**src/rtl/blirs_pkg.sv**
```systemverilog
// Shared types and constants for the bounded list block.
package blirs_pkg;

  localparam int unsigned Entries = 32;
  localparam int unsigned AddrW   = (Entries > 1) ? $clog2(Entries) : 1;
  localparam int unsigned CntW    = $clog2(Entries + 1);

  typedef enum logic [1:0] {
    CMD_INSERT = 2'd0,
    CMD_REMOVE = 2'd1,
    CMD_SLICE  = 2'd2
  } cmd_e;

  typedef enum logic [2:0] {
    ST_DONE    = 3'd0,
    ST_FULL    = 3'd1,
    ST_DUP     = 3'd2,
    ST_MISSING = 3'd3,
    ST_EMPTY   = 3'd4
  } status_e;

  typedef enum logic [3:0] {
    S_IDLE,
    S_SCAN_RD,
    S_SCAN_CMP,
    S_INS_WR,
    S_REM_RD,
    S_REM_CMP,
    S_REM_FIN,
    S_SL_RD,
    S_SL_CAND,
    S_SL_JRD,
    S_SL_JCMP,
    S_SL_EMIT,
    S_SL_NEXT,
    S_SL_FIN,
    S_RESP
  } state_e;

  typedef struct packed {
    logic [1:0]         cmd;
    logic signed [31:0] value;
    logic [5:0]         first_index;
    logic [6:0]         end_index;
  } in_t;

  typedef struct packed {
    status_e            status;
    logic signed [31:0] item_value;
    logic               item_valid;
    logic [6:0]         count;
    logic               last;
  } out_t;

endpackage

```
**src/rtl/bounded_list_insert_remove_slice.sv**
```systemverilog
// Bounded ordered list: insert, remove-all-equal and slice read, one shared comparator.
//
// Input words arrive on in_valid_i/in_ready_o carrying cmd, value and the slice
// bounds; results leave on out_valid_o/out_ready_i. Insert and remove give one
// result word, a slice gives one word per emitted element with last set on the
// final one. The list lives in a single-port-read memory; one equality compare
// per cycle is made by a shared comparator under the sequencer, so one input
// word is handled at a time and in_ready_o is high only while idle.
// Work per command (n = entries held, L = slice length):
//   insert: one write, after a scan of up to n entries with the duplicate check active
//   remove: a read and compare of all n entries, with in-place compaction
//   slice : a read of each of the L elements, plus compares against earlier slice
//           elements when duplicates are disallowed (quadratic in L)
// Each memory read is registered; a compare state then uses the registered data.
// A finished result sits in an output register, so the sequencer runs on
// while it waits; it only pauses when it must push a second word and the
// receiver has not taken the first. Reset empties the list (count 0), sets
// allow_duplicates to 1 and drops any pending result; memory contents stay
// undefined but are never read past the count. The user must write allow_duplicates
// by cfg_we_i/cfg_wdata_i only while idle; the block does not enforce this.
module bounded_list_insert_remove_slice
  import blirs_pkg::*;
(
  input  logic clk_i,
  input  logic rst_ni,
  input  logic cfg_we_i,
  input  logic cfg_wdata_i,
  input  logic in_valid_i,
  output logic in_ready_o,
  input  in_t  in_data_i,
  output logic out_valid_o,
  input  logic out_ready_i,
  output out_t out_data_o
);

  state_e             state_q, state_d;
  logic               allow_q;
  logic [CntW-1:0]    count_q, count_d;
  logic [CntW-1:0]    idx_q, idx_d;
  logic [CntW-1:0]    jdx_q, jdx_d;
  logic [CntW-1:0]    wr_q, wr_d;
  logic [CntW-1:0]    first_q, first_d;
  logic [CntW-1:0]    end_q, end_d;
  logic               found_q, found_d;
  logic               pend_q, pend_d;
  logic signed [31:0] val_q, val_d;
  logic signed [31:0] cand_q, cand_d;
  logic signed [31:0] pend_val_q, pend_val_d;
  status_e            status_q, status_d;
  logic               out_valid_q, out_valid_d;
  out_t               out_q, out_d;

  logic signed [31:0] mem [Entries];
  logic signed [31:0] rdata_q;
  logic [AddrW-1:0]   mem_raddr, mem_waddr;
  logic               mem_we;
  logic signed [31:0] mem_wdata;

  logic               push;
  out_t               push_data;
  logic               out_free;
  logic               accept;
  logic               eq;
  logic               full;
  logic               slice_empty;
  logic [6:0]         cnt7, first7, end_clip7;
  logic [CntW-1:0]    idx_inc, jdx_inc;

  assign in_ready_o  = (state_q == S_IDLE);
  assign accept      = in_valid_i && in_ready_o;
  assign out_free    = !out_valid_q || out_ready_i;
  assign out_valid_o = out_valid_q;
  assign out_data_o  = out_q;

  assign cnt7        = 7'(count_q);
  assign first7      = {1'b0, in_data_i.first_index};
  assign end_clip7   = (in_data_i.end_index > cnt7) ? cnt7 : in_data_i.end_index;
  assign full        = (count_q == CntW'(Entries));
  assign slice_empty = (first7 >= cnt7) || (end_clip7 <= first7);
  assign idx_inc     = idx_q + CntW'(1);
  assign jdx_inc     = jdx_q + CntW'(1);

  // shared comparator: candidate check in the slice dedup loop, else the command value
  assign eq = (rdata_q == ((state_q == S_SL_JCMP) ? cand_q : val_q));

  assign mem_raddr = (state_q == S_SL_JRD) ? jdx_q[AddrW-1:0] : idx_q[AddrW-1:0];

  always_ff @(posedge clk_i) begin
    if (mem_we) begin
      mem[mem_waddr] <= mem_wdata;
    end
    rdata_q <= mem[mem_raddr];
  end

  // next state
  always_comb begin
    state_d = state_q;
    unique case (state_q)
      S_IDLE: begin
        if (accept) begin
          if (in_data_i.cmd == CMD_INSERT) begin
            if (full) state_d = S_RESP;
            else if (allow_q || count_q == '0) state_d = S_INS_WR;
            else state_d = S_SCAN_RD;
          end else if (in_data_i.cmd == CMD_REMOVE) begin
            state_d = (count_q == '0) ? S_RESP : S_REM_RD;
          end else if (in_data_i.cmd == CMD_SLICE) begin
            state_d = slice_empty ? S_RESP : S_SL_RD;
          end else begin
            state_d = S_RESP;
          end
        end
      end
      S_SCAN_RD:  state_d = S_SCAN_CMP;
      S_SCAN_CMP: begin
        if (eq) state_d = S_RESP;
        else if (idx_inc == count_q) state_d = S_INS_WR;
        else state_d = S_SCAN_RD;
      end
      S_INS_WR:   state_d = S_RESP;
      S_REM_RD:   state_d = S_REM_CMP;
      S_REM_CMP:  state_d = (idx_inc == count_q) ? S_REM_FIN : S_REM_RD;
      S_REM_FIN:  state_d = S_RESP;
      S_SL_RD:    state_d = S_SL_CAND;
      S_SL_CAND:  state_d = (allow_q || idx_q == first_q) ? S_SL_EMIT : S_SL_JRD;
      S_SL_JRD:   state_d = S_SL_JCMP;
      S_SL_JCMP: begin
        if (eq) state_d = S_SL_NEXT;
        else if (jdx_inc == idx_q) state_d = S_SL_EMIT;
        else state_d = S_SL_JRD;
      end
      S_SL_EMIT:  state_d = (!pend_q || out_free) ? S_SL_NEXT : S_SL_EMIT;
      S_SL_NEXT:  state_d = (idx_inc == end_q) ? S_SL_FIN : S_SL_RD;
      S_SL_FIN:   state_d = out_free ? S_IDLE : S_SL_FIN;
      S_RESP:     state_d = out_free ? S_IDLE : S_RESP;
      default:    state_d = S_IDLE;
    endcase
  end

  // datapath and outputs
  always_comb begin
    count_d    = count_q;
    idx_d      = idx_q;
    jdx_d      = jdx_q;
    wr_d       = wr_q;
    first_d    = first_q;
    end_d      = end_q;
    found_d    = found_q;
    pend_d     = pend_q;
    val_d      = val_q;
    cand_d     = cand_q;
    pend_val_d = pend_val_q;
    status_d   = status_q;
    mem_we     = 1'b0;
    mem_waddr  = wr_q[AddrW-1:0];
    mem_wdata  = rdata_q;
    push       = 1'b0;
    push_data  = '{status: ST_DONE, item_value: '0, item_valid: 1'b0,
                   count: cnt7, last: 1'b1};

    unique case (state_q)
      S_IDLE: begin
        if (accept) begin
          val_d    = in_data_i.value;
          first_d  = CntW'(first7);
          end_d    = CntW'(end_clip7);
          wr_d     = '0;
          found_d  = 1'b0;
          pend_d   = 1'b0;
          idx_d    = (in_data_i.cmd == CMD_SLICE) ? CntW'(first7) : '0;
          status_d = ST_DONE;
          if (in_data_i.cmd == CMD_INSERT && full) status_d = ST_FULL;
          else if (in_data_i.cmd == CMD_REMOVE && count_q == '0) status_d = ST_MISSING;
          else if (in_data_i.cmd == CMD_SLICE && slice_empty) status_d = ST_EMPTY;
        end
      end
      S_SCAN_CMP: begin
        if (eq) status_d = ST_DUP;
        else idx_d = idx_inc;
      end
      S_INS_WR: begin
        mem_we    = 1'b1;
        mem_waddr = count_q[AddrW-1:0];
        mem_wdata = val_q;
        count_d   = count_q + CntW'(1);
        status_d  = ST_DONE;
      end
      S_REM_CMP: begin
        // write-back trails the read index, so compaction stays in place
        if (eq) begin
          found_d = 1'b1;
        end else begin
          mem_we = 1'b1;
          wr_d   = wr_q + CntW'(1);
        end
        idx_d = idx_inc;
      end
      S_REM_FIN: begin
        count_d  = wr_q;
        status_d = found_q ? ST_DONE : ST_MISSING;
      end
      S_SL_CAND: begin
        cand_d = rdata_q;
        jdx_d  = first_q;
      end
      S_SL_JCMP: jdx_d = jdx_inc;
      S_SL_EMIT: begin
        // hold one element back so the final word can carry last
        if (!pend_q) begin
          pend_d     = 1'b1;
          pend_val_d = cand_q;
        end else if (out_free) begin
          push       = 1'b1;
          push_data  = '{status: ST_DONE, item_value: pend_val_q, item_valid: 1'b1,
                         count: cnt7, last: 1'b0};
          pend_val_d = cand_q;
        end
      end
      S_SL_NEXT: idx_d = idx_inc;
      S_SL_FIN: begin
        if (out_free) begin
          push   = 1'b1;
          pend_d = 1'b0;
          if (pend_q) begin
            push_data = '{status: ST_DONE, item_value: pend_val_q, item_valid: 1'b1,
                          count: cnt7, last: 1'b1};
          end else begin
            push_data = '{status: ST_EMPTY, item_value: '0, item_valid: 1'b0,
                          count: cnt7, last: 1'b1};
          end
        end
      end
      S_RESP: begin
        if (out_free) begin
          push      = 1'b1;
          push_data = '{status: status_q, item_value: '0, item_valid: 1'b0,
                        count: cnt7, last: 1'b1};
        end
      end
      default: ;
    endcase
  end

  always_comb begin
    out_d       = out_q;
    out_valid_d = out_valid_q;
    if (push) begin
      out_d       = push_data;
      out_valid_d = 1'b1;
    end else if (out_ready_i) begin
      out_valid_d = 1'b0;
    end
  end

  always_ff @(posedge clk_i or negedge rst_ni) begin
    if (!rst_ni) begin
      state_q     <= S_IDLE;
      allow_q     <= 1'b1;
      count_q     <= '0;
      pend_q      <= 1'b0;
      out_valid_q <= 1'b0;
    end else begin
      state_q     <= state_d;
      count_q     <= count_d;
      pend_q      <= pend_d;
      out_valid_q <= out_valid_d;
      if (cfg_we_i) begin
        allow_q <= cfg_wdata_i;
      end
    end
  end

  always_ff @(posedge clk_i) begin
    idx_q      <= idx_d;
    jdx_q      <= jdx_d;
    wr_q       <= wr_d;
    first_q    <= first_d;
    end_q      <= end_d;
    found_q    <= found_d;
    val_q      <= val_d;
    cand_q     <= cand_d;
    pend_val_q <= pend_val_d;
    status_q   <= status_d;
    out_q      <= out_d;
  end

  a_count_bound: assert property (@(posedge clk_i) disable iff (!rst_ni)
    count_q <= CntW'(Entries))
    else $error("fill count above capacity");

  a_no_overwrite: assert property (@(posedge clk_i) disable iff (!rst_ni)
    push |-> out_free)
    else $error("result word overwritten before it was taken");

  a_insert_grows: assert property (@(posedge clk_i) disable iff (!rst_ni)
    state_q == S_INS_WR |=> count_q == $past(count_q) + CntW'(1))
    else $error("insert did not grow the list by one");

  a_busy_after_accept: assert property (@(posedge clk_i) disable iff (!rst_ni)
    accept |=> !in_ready_o)
    else $error("accepted a word without leaving idle");

endmodule

```
**config.mk**
```make
export PLATFORM = sky130hd
export DESIGN_NAME = bounded_list_insert_remove_slice
export DESIGN_NICKNAME = d
export VERILOG_FILES = /design/src/rtl/blirs_pkg.sv /design/src/rtl/bounded_list_insert_remove_slice.sv
export SDC_FILE = /design/constraint.sdc
export NUM_CORES = 2
export LEC_CHECK = 0
export BUFFER_PORTS_ARGS = -buffer_cell sky130_fd_sc_hd__buf_2
export CORE_MARGIN = 2
export CORE_UTILIZATION = 62
export DETAILED_ROUTE_END_ITERATION = 10
export GPL_TIMING_DRIVEN = 0
export PLACE_DENSITY = 0.85
export RECOVER_POWER = 25
export SLEW_MARGIN = 20
export SYNTH_ARGS = -nofsm -noshare
export SYNTH_HDL_FRONTEND = slang
export SYNTH_SLANG_ARGS = --single-unit
```
**constraint.sdc**
```tcl
create_clock -name clk_i -period 5.8 [get_ports clk_i]
set_input_delay 1.74 -clock clk_i [delete_from_list [all_inputs] [get_ports clk_i]]
set_output_delay 1.74 -clock clk_i [all_outputs]
set_load 0.03 [all_outputs]
```
==> impl_metrics.csv <==
group,metric,value,unit
cells_and_area,fin_util,71.6,%
timing,fin_crit_sh,92.1,%
timing,tns,0,ns
die,core-area,0.0789,mm2
global_routing,grt.busiest_layer,"met2",
cts,ctsHoldBuffers,0,
pwr,peakVddDrop,376,uV
synthesis,syn_nets,3603,
min_path,hold_path_depth,0,
synthesis,ys.flop_type,"edfxtp_1",
worst_setup_path,worst_setup_path_start_kind,"register",
cells_and_area,final_nets,3878,
cts,cts_sinks,1242,
cts,numCtsBuffers,116,
worst_setup_path,reg2reg_to,"rdata_q[24]$_DFF_P_",
synthesis,synth_area,0.0493,mm2
drt,drcViolationCount,0,
timing,final_max_slew_viol_count,272,
die,row_count,103,
timing,setup_violations,0,
global_routing,use_met1,44.8,%
drt,final_antenna_net_count,0,
timing,fin_crit,5.34,ns
cells_and_area,instances_no_fill,4956,
global_routing,grt_pass1_vias,34300,
global_routing,grt.met2_usage,57.9,%
pwr,p_leak,18.8,nW
timing,skew,0.0370,ns
cts,clockBufferDepth,3,
global_routing,grt_max_degree,35,
timing,worstMarginPinSlew,2.70,ns
synthesis,synth_edf_count,1197,
worst_setup_path,worstPathMaxFanout,10,
status,status,"complete, but fails checks",
die,initial_utilization,62.5,%
timing,max_slew_margin,-81.1,%
timing,setup_ws,0.461,ns
flow_run,drv_cap,9,
worst_setup_path,worstReg2RegStart,"state_q[1]$_DFFE_PN0P_",
timing,rsz0062_at_grt,"no",
cts,cts_resized,0,
die,die_h,286,um
min_path,worstHoldStart,"cand_q[4]$_DFFE_PP_",
synthesis,ys_seq_elements,1242,
cts,htree_levels,3,
worst_setup_path,worst_ep_required_time,6.27,ns
global_routing,grt_pass1_wl,220000,um
place,place_congestion,0.941,
cells_and_area,drive_gt1_share,9.97,%
cts,cts_tree,"built",
synthesis,yosys_warnings,0,
pwr,power.total,32.4,mW
place,io_buffer_count,97,
place,dp_cells,4734,
worst_setup_path,cp-end-kind,"register",
die,die_w,286,um
status,violations,"capacitance limit, slew limit",
cts,cts-root-buf,"clkbuf_16",
global_routing,met3_usage,12.6,%
synthesis,ys_seq_area_share,74.9,%
global_routing,antenna_found_initial,10,
worst_setup_path,crit_type,"register to register",
drt,via_per_inst,7.07,
drt,routed_wirelength,153000,um
drt,post_drt_wl_per_cell,30.9,um
drt,vias,35100,
min_path,holdPathEnd,"pend_val_q[4]$_DFFE_PP_",
cts,post_cts_buffers,0,
cells_and_area,syn2layout_area_growth,14.6,%
min_path,hold_class,"register to register",
global_routing,track_usage,36.9,%
worst_setup_path,reg2reg_slack,0.46,ns
cts,path_clk_slew,0.07,ns
place,pre_cts_slack,0.407,ns
place,dpl.hpwl,99200,um
cells_and_area,fin_area,0.0565,mm2
synthesis,avgSynthCellArea,14.0,um2
synthesis,syn-instance-count,3527,
drt,drtPass1Iterations,9,
synthesis,ys_types,75,
worst_setup_path,crit_arrival,5.81,ns
pwr,p_per_area,574,mW/mm2
place,place_area,0.0531,mm2
synthesis,async_reset_ff_share,1.05,%
cts,clk_latency,0.72,ns
die,ioPinCount,99,
die,die-area,0.0818,mm2
drt,drtIter0Drc,7047,
timing,max_freq,187,MHz
timing,hold_viol_final,0,
timing,holdWs,0.451,ns
worst_setup_path,ff2ff_path_depth,10,
global_routing,grt_overflow,0,
## layout make-up
| cell class | count | area (um2) |
|---|---|---|
| diodes | 4 | 10.0 |
| plain buffers | 207 | 948 |
| clock buffers | 146 | 3070 |
| clock inverters | 72 | 676 |
| fillers | 4440 | 22400 |
| inverters | 40 | 150 |
| multi-input cells | 2038 | 11700 |
| flip-flops and latches | 1242 | 36900 |
| well taps | 1050 | 1310 |
| repair buffers | 157 | 1690 |
## worst max path at each step
stage / from / endpoint / slack, ns / depth (start not counted)
2_1_floorplan: in_data_i[4] / state_q[3]$_DFFE_PN0P_ / 1.26 / 15
3_3_place_gp: state_q[0]$_DFFE_PN0P_ / mem[11][14]$_DFFE_PP_ / -0.55 / 6
6_report: state_q[1]$_DFFE_PN0P_ / rdata_q[24]$_DFF_P_ / 0.46 / 10
4_1_cts: state_q[1]$_DFFE_PN0P_ / rdata_q[24]$_DFF_P_ / 1.04 / 10
3_5_place_dp: in_data_i[4] / state_q[3]$_DFFE_PN0P_ / 0.41 / 16
5_1_grt: state_q[2]$_DFFE_PN0P_ / mem[28][10]$_DFFE_PP_ / 0.53 / 11
## placed cells by master, fill, tap and decap left out, types with 16 or more instances in the layout
cell / synthesis / layout
mux2i_1: 139 / 139
a21oi_4: 0 / 32
dfxtp_1: 32 / 32
buf_1: 24 / 20
buf_4: 17 / 16
nor2_1: 28 / 28
clkinv_2: 0 / 17
xnor2_1: 45 / 45
xor2_1: 32 / 32
a32oi_1: 130 / 130
ha_1: 23 / 23
a31oi_1: 134 / 132
buf_16: 0 / 40
a21oi_1: 54 / 22
o21ai_0: 56 / 53
nor3_1: 17 / 17
buf_2: 53 / 90
nand2_1: 892 / 875
nor4_1: 37 / 37
and2_0: 0 / 27
clkbuf_16: 0 / 117
inv_1: 39 / 39
clkbuf_1: 107 / 208
clkinv_1: 1 / 33
nand2_2: 0 / 17
edfxtp_1: 1197 / 1197
nand3_1: 295 / 295
## critical path, cell delays in order, from the launching register on
cell and delay (ns):
dfrtp_1 0.38, clkbuf_1 0.23, nand2b_1 0.33, nor2_4 0.28
mux2i_1 1.04, buf_2 0.53, clkbuf_1 0.52, nand2_1 0.10
a32oi_1 0.32, a31oi_1 0.32, nor4_1 1.05
## sequential cells by signal, summed over array words and instances, names as in the netlist
| name | cells |
|---|---|
| end_q | 6 |
| pend_q | 1 |
| jdx_q | 6 |
| out_valid_o | 1 |
| cand_q | 32 |
| rdata_q | 32 |
| pend_val_q | 32 |
| state_q | 4 |
| wr_q | 6 |
| val_q | 32 |
| found_q | 1 |
| allow_q | 1 |
| count_q | 6 |
| status_q | 3 |
| first_q | 6 |
| out_data_o | 43 |
| mem | 1024 |
| idx_q | 6 |
## cells in the mapped netlist (2+ instances only)
library cell | number | area share [%]
edfxtp_1 | 1197 | 73
nand2_1 | 892 | 6.8
nand3_1 | 295 | 3.0
mux2i_1 | 139 | 2.8
a31oi_1 | 134 | 1.7
a32oi_1 | 130 | 2.3
clkbuf_1 | 107 | 0.81
o21ai_0 | 56 | 0.57
a21oi_1 | 54 | 0.55
buf_2 | 53 | 0.54
xnor2_1 | 45 | 0.80
inv_1 | 39 | 0.30
nor4_1 | 37 | 0.47
and2_1 | 33 | 0.42
dfxtp_1 | 32 | 1.3
xor2_1 | 32 | 0.57
nor2_1 | 28 | 0.21
buf_1 | 24 | 0.18
ha_1 | 23 | 0.58
buf_4 | 17 | 0.26
nor3_1 | 17 | 0.17
dfrtp_1 | 12 | 0.61
nand2b_1 | 12 | 0.15
o22ai_1 | 9 | 0.11
nand4_1 | 8 | 0.10
nor2b_1 | 7 | 0.089
and3_1 | 6 | 0.076
buf_6 | 6 | 0.14
a22oi_1 | 5 | 0.076
o31ai_1 | 5 | 0.076
a21o_1 | 4 | 0.061
a221oi_1 | 4 | 0.071
nand3b_1 | 4 | 0.061
or2_2 | 4 | 0.051
a2111oi_0 | 3 | 0.053
a211o_1 | 3 | 0.053
a211oi_1 | 3 | 0.046
nor3b_1 | 3 | 0.046
o2111ai_1 | 3 | 0.053
or3_1 | 3 | 0.038
o211ai_1 | 2 | 0.030
o21ai_2 | 2 | 0.036
o221ai_1 | 2 | 0.036
o32ai_1 | 2 | 0.036
## where the power goes
part	leakage (nW)	switching, mW	internal, mW
clock network	1.82	3.36	4.27
logic	5.78	9.40	2.83
registers	11.2	0.521	12.0
## layer usage
| layer | vias to the layer above | share of wire [%] | wire length [um] |
|---|---|---|---|
| met1 | 16500 | 31 | 47200 |
| li1 | 13800 | - | - |
| met2 | 3758 | 45 | 69200 |
| met3 | 992 | 16 | 24600 |
| met5 | - | 0.077 | 118 |
| met4 | 18 | 7.9 | 12200 |
## kinds of logic after synthesis
| kind of cell | share of synthesized area (%) |
|---|---|
| AO/OA/AOI/OAI | 6.20 |
| XOR/XNOR | 1.37 |
| adder cells (fa/ha/maj) | 0.584 |
| buffers and inverters | 2.24 |
| flip-flops | 74.9 |
| multiplexers | 2.87 |
| other | 0.00761 |
| AND/OR/NAND/NOR | 11.9 |
Power figures use the tool's default switching activity.
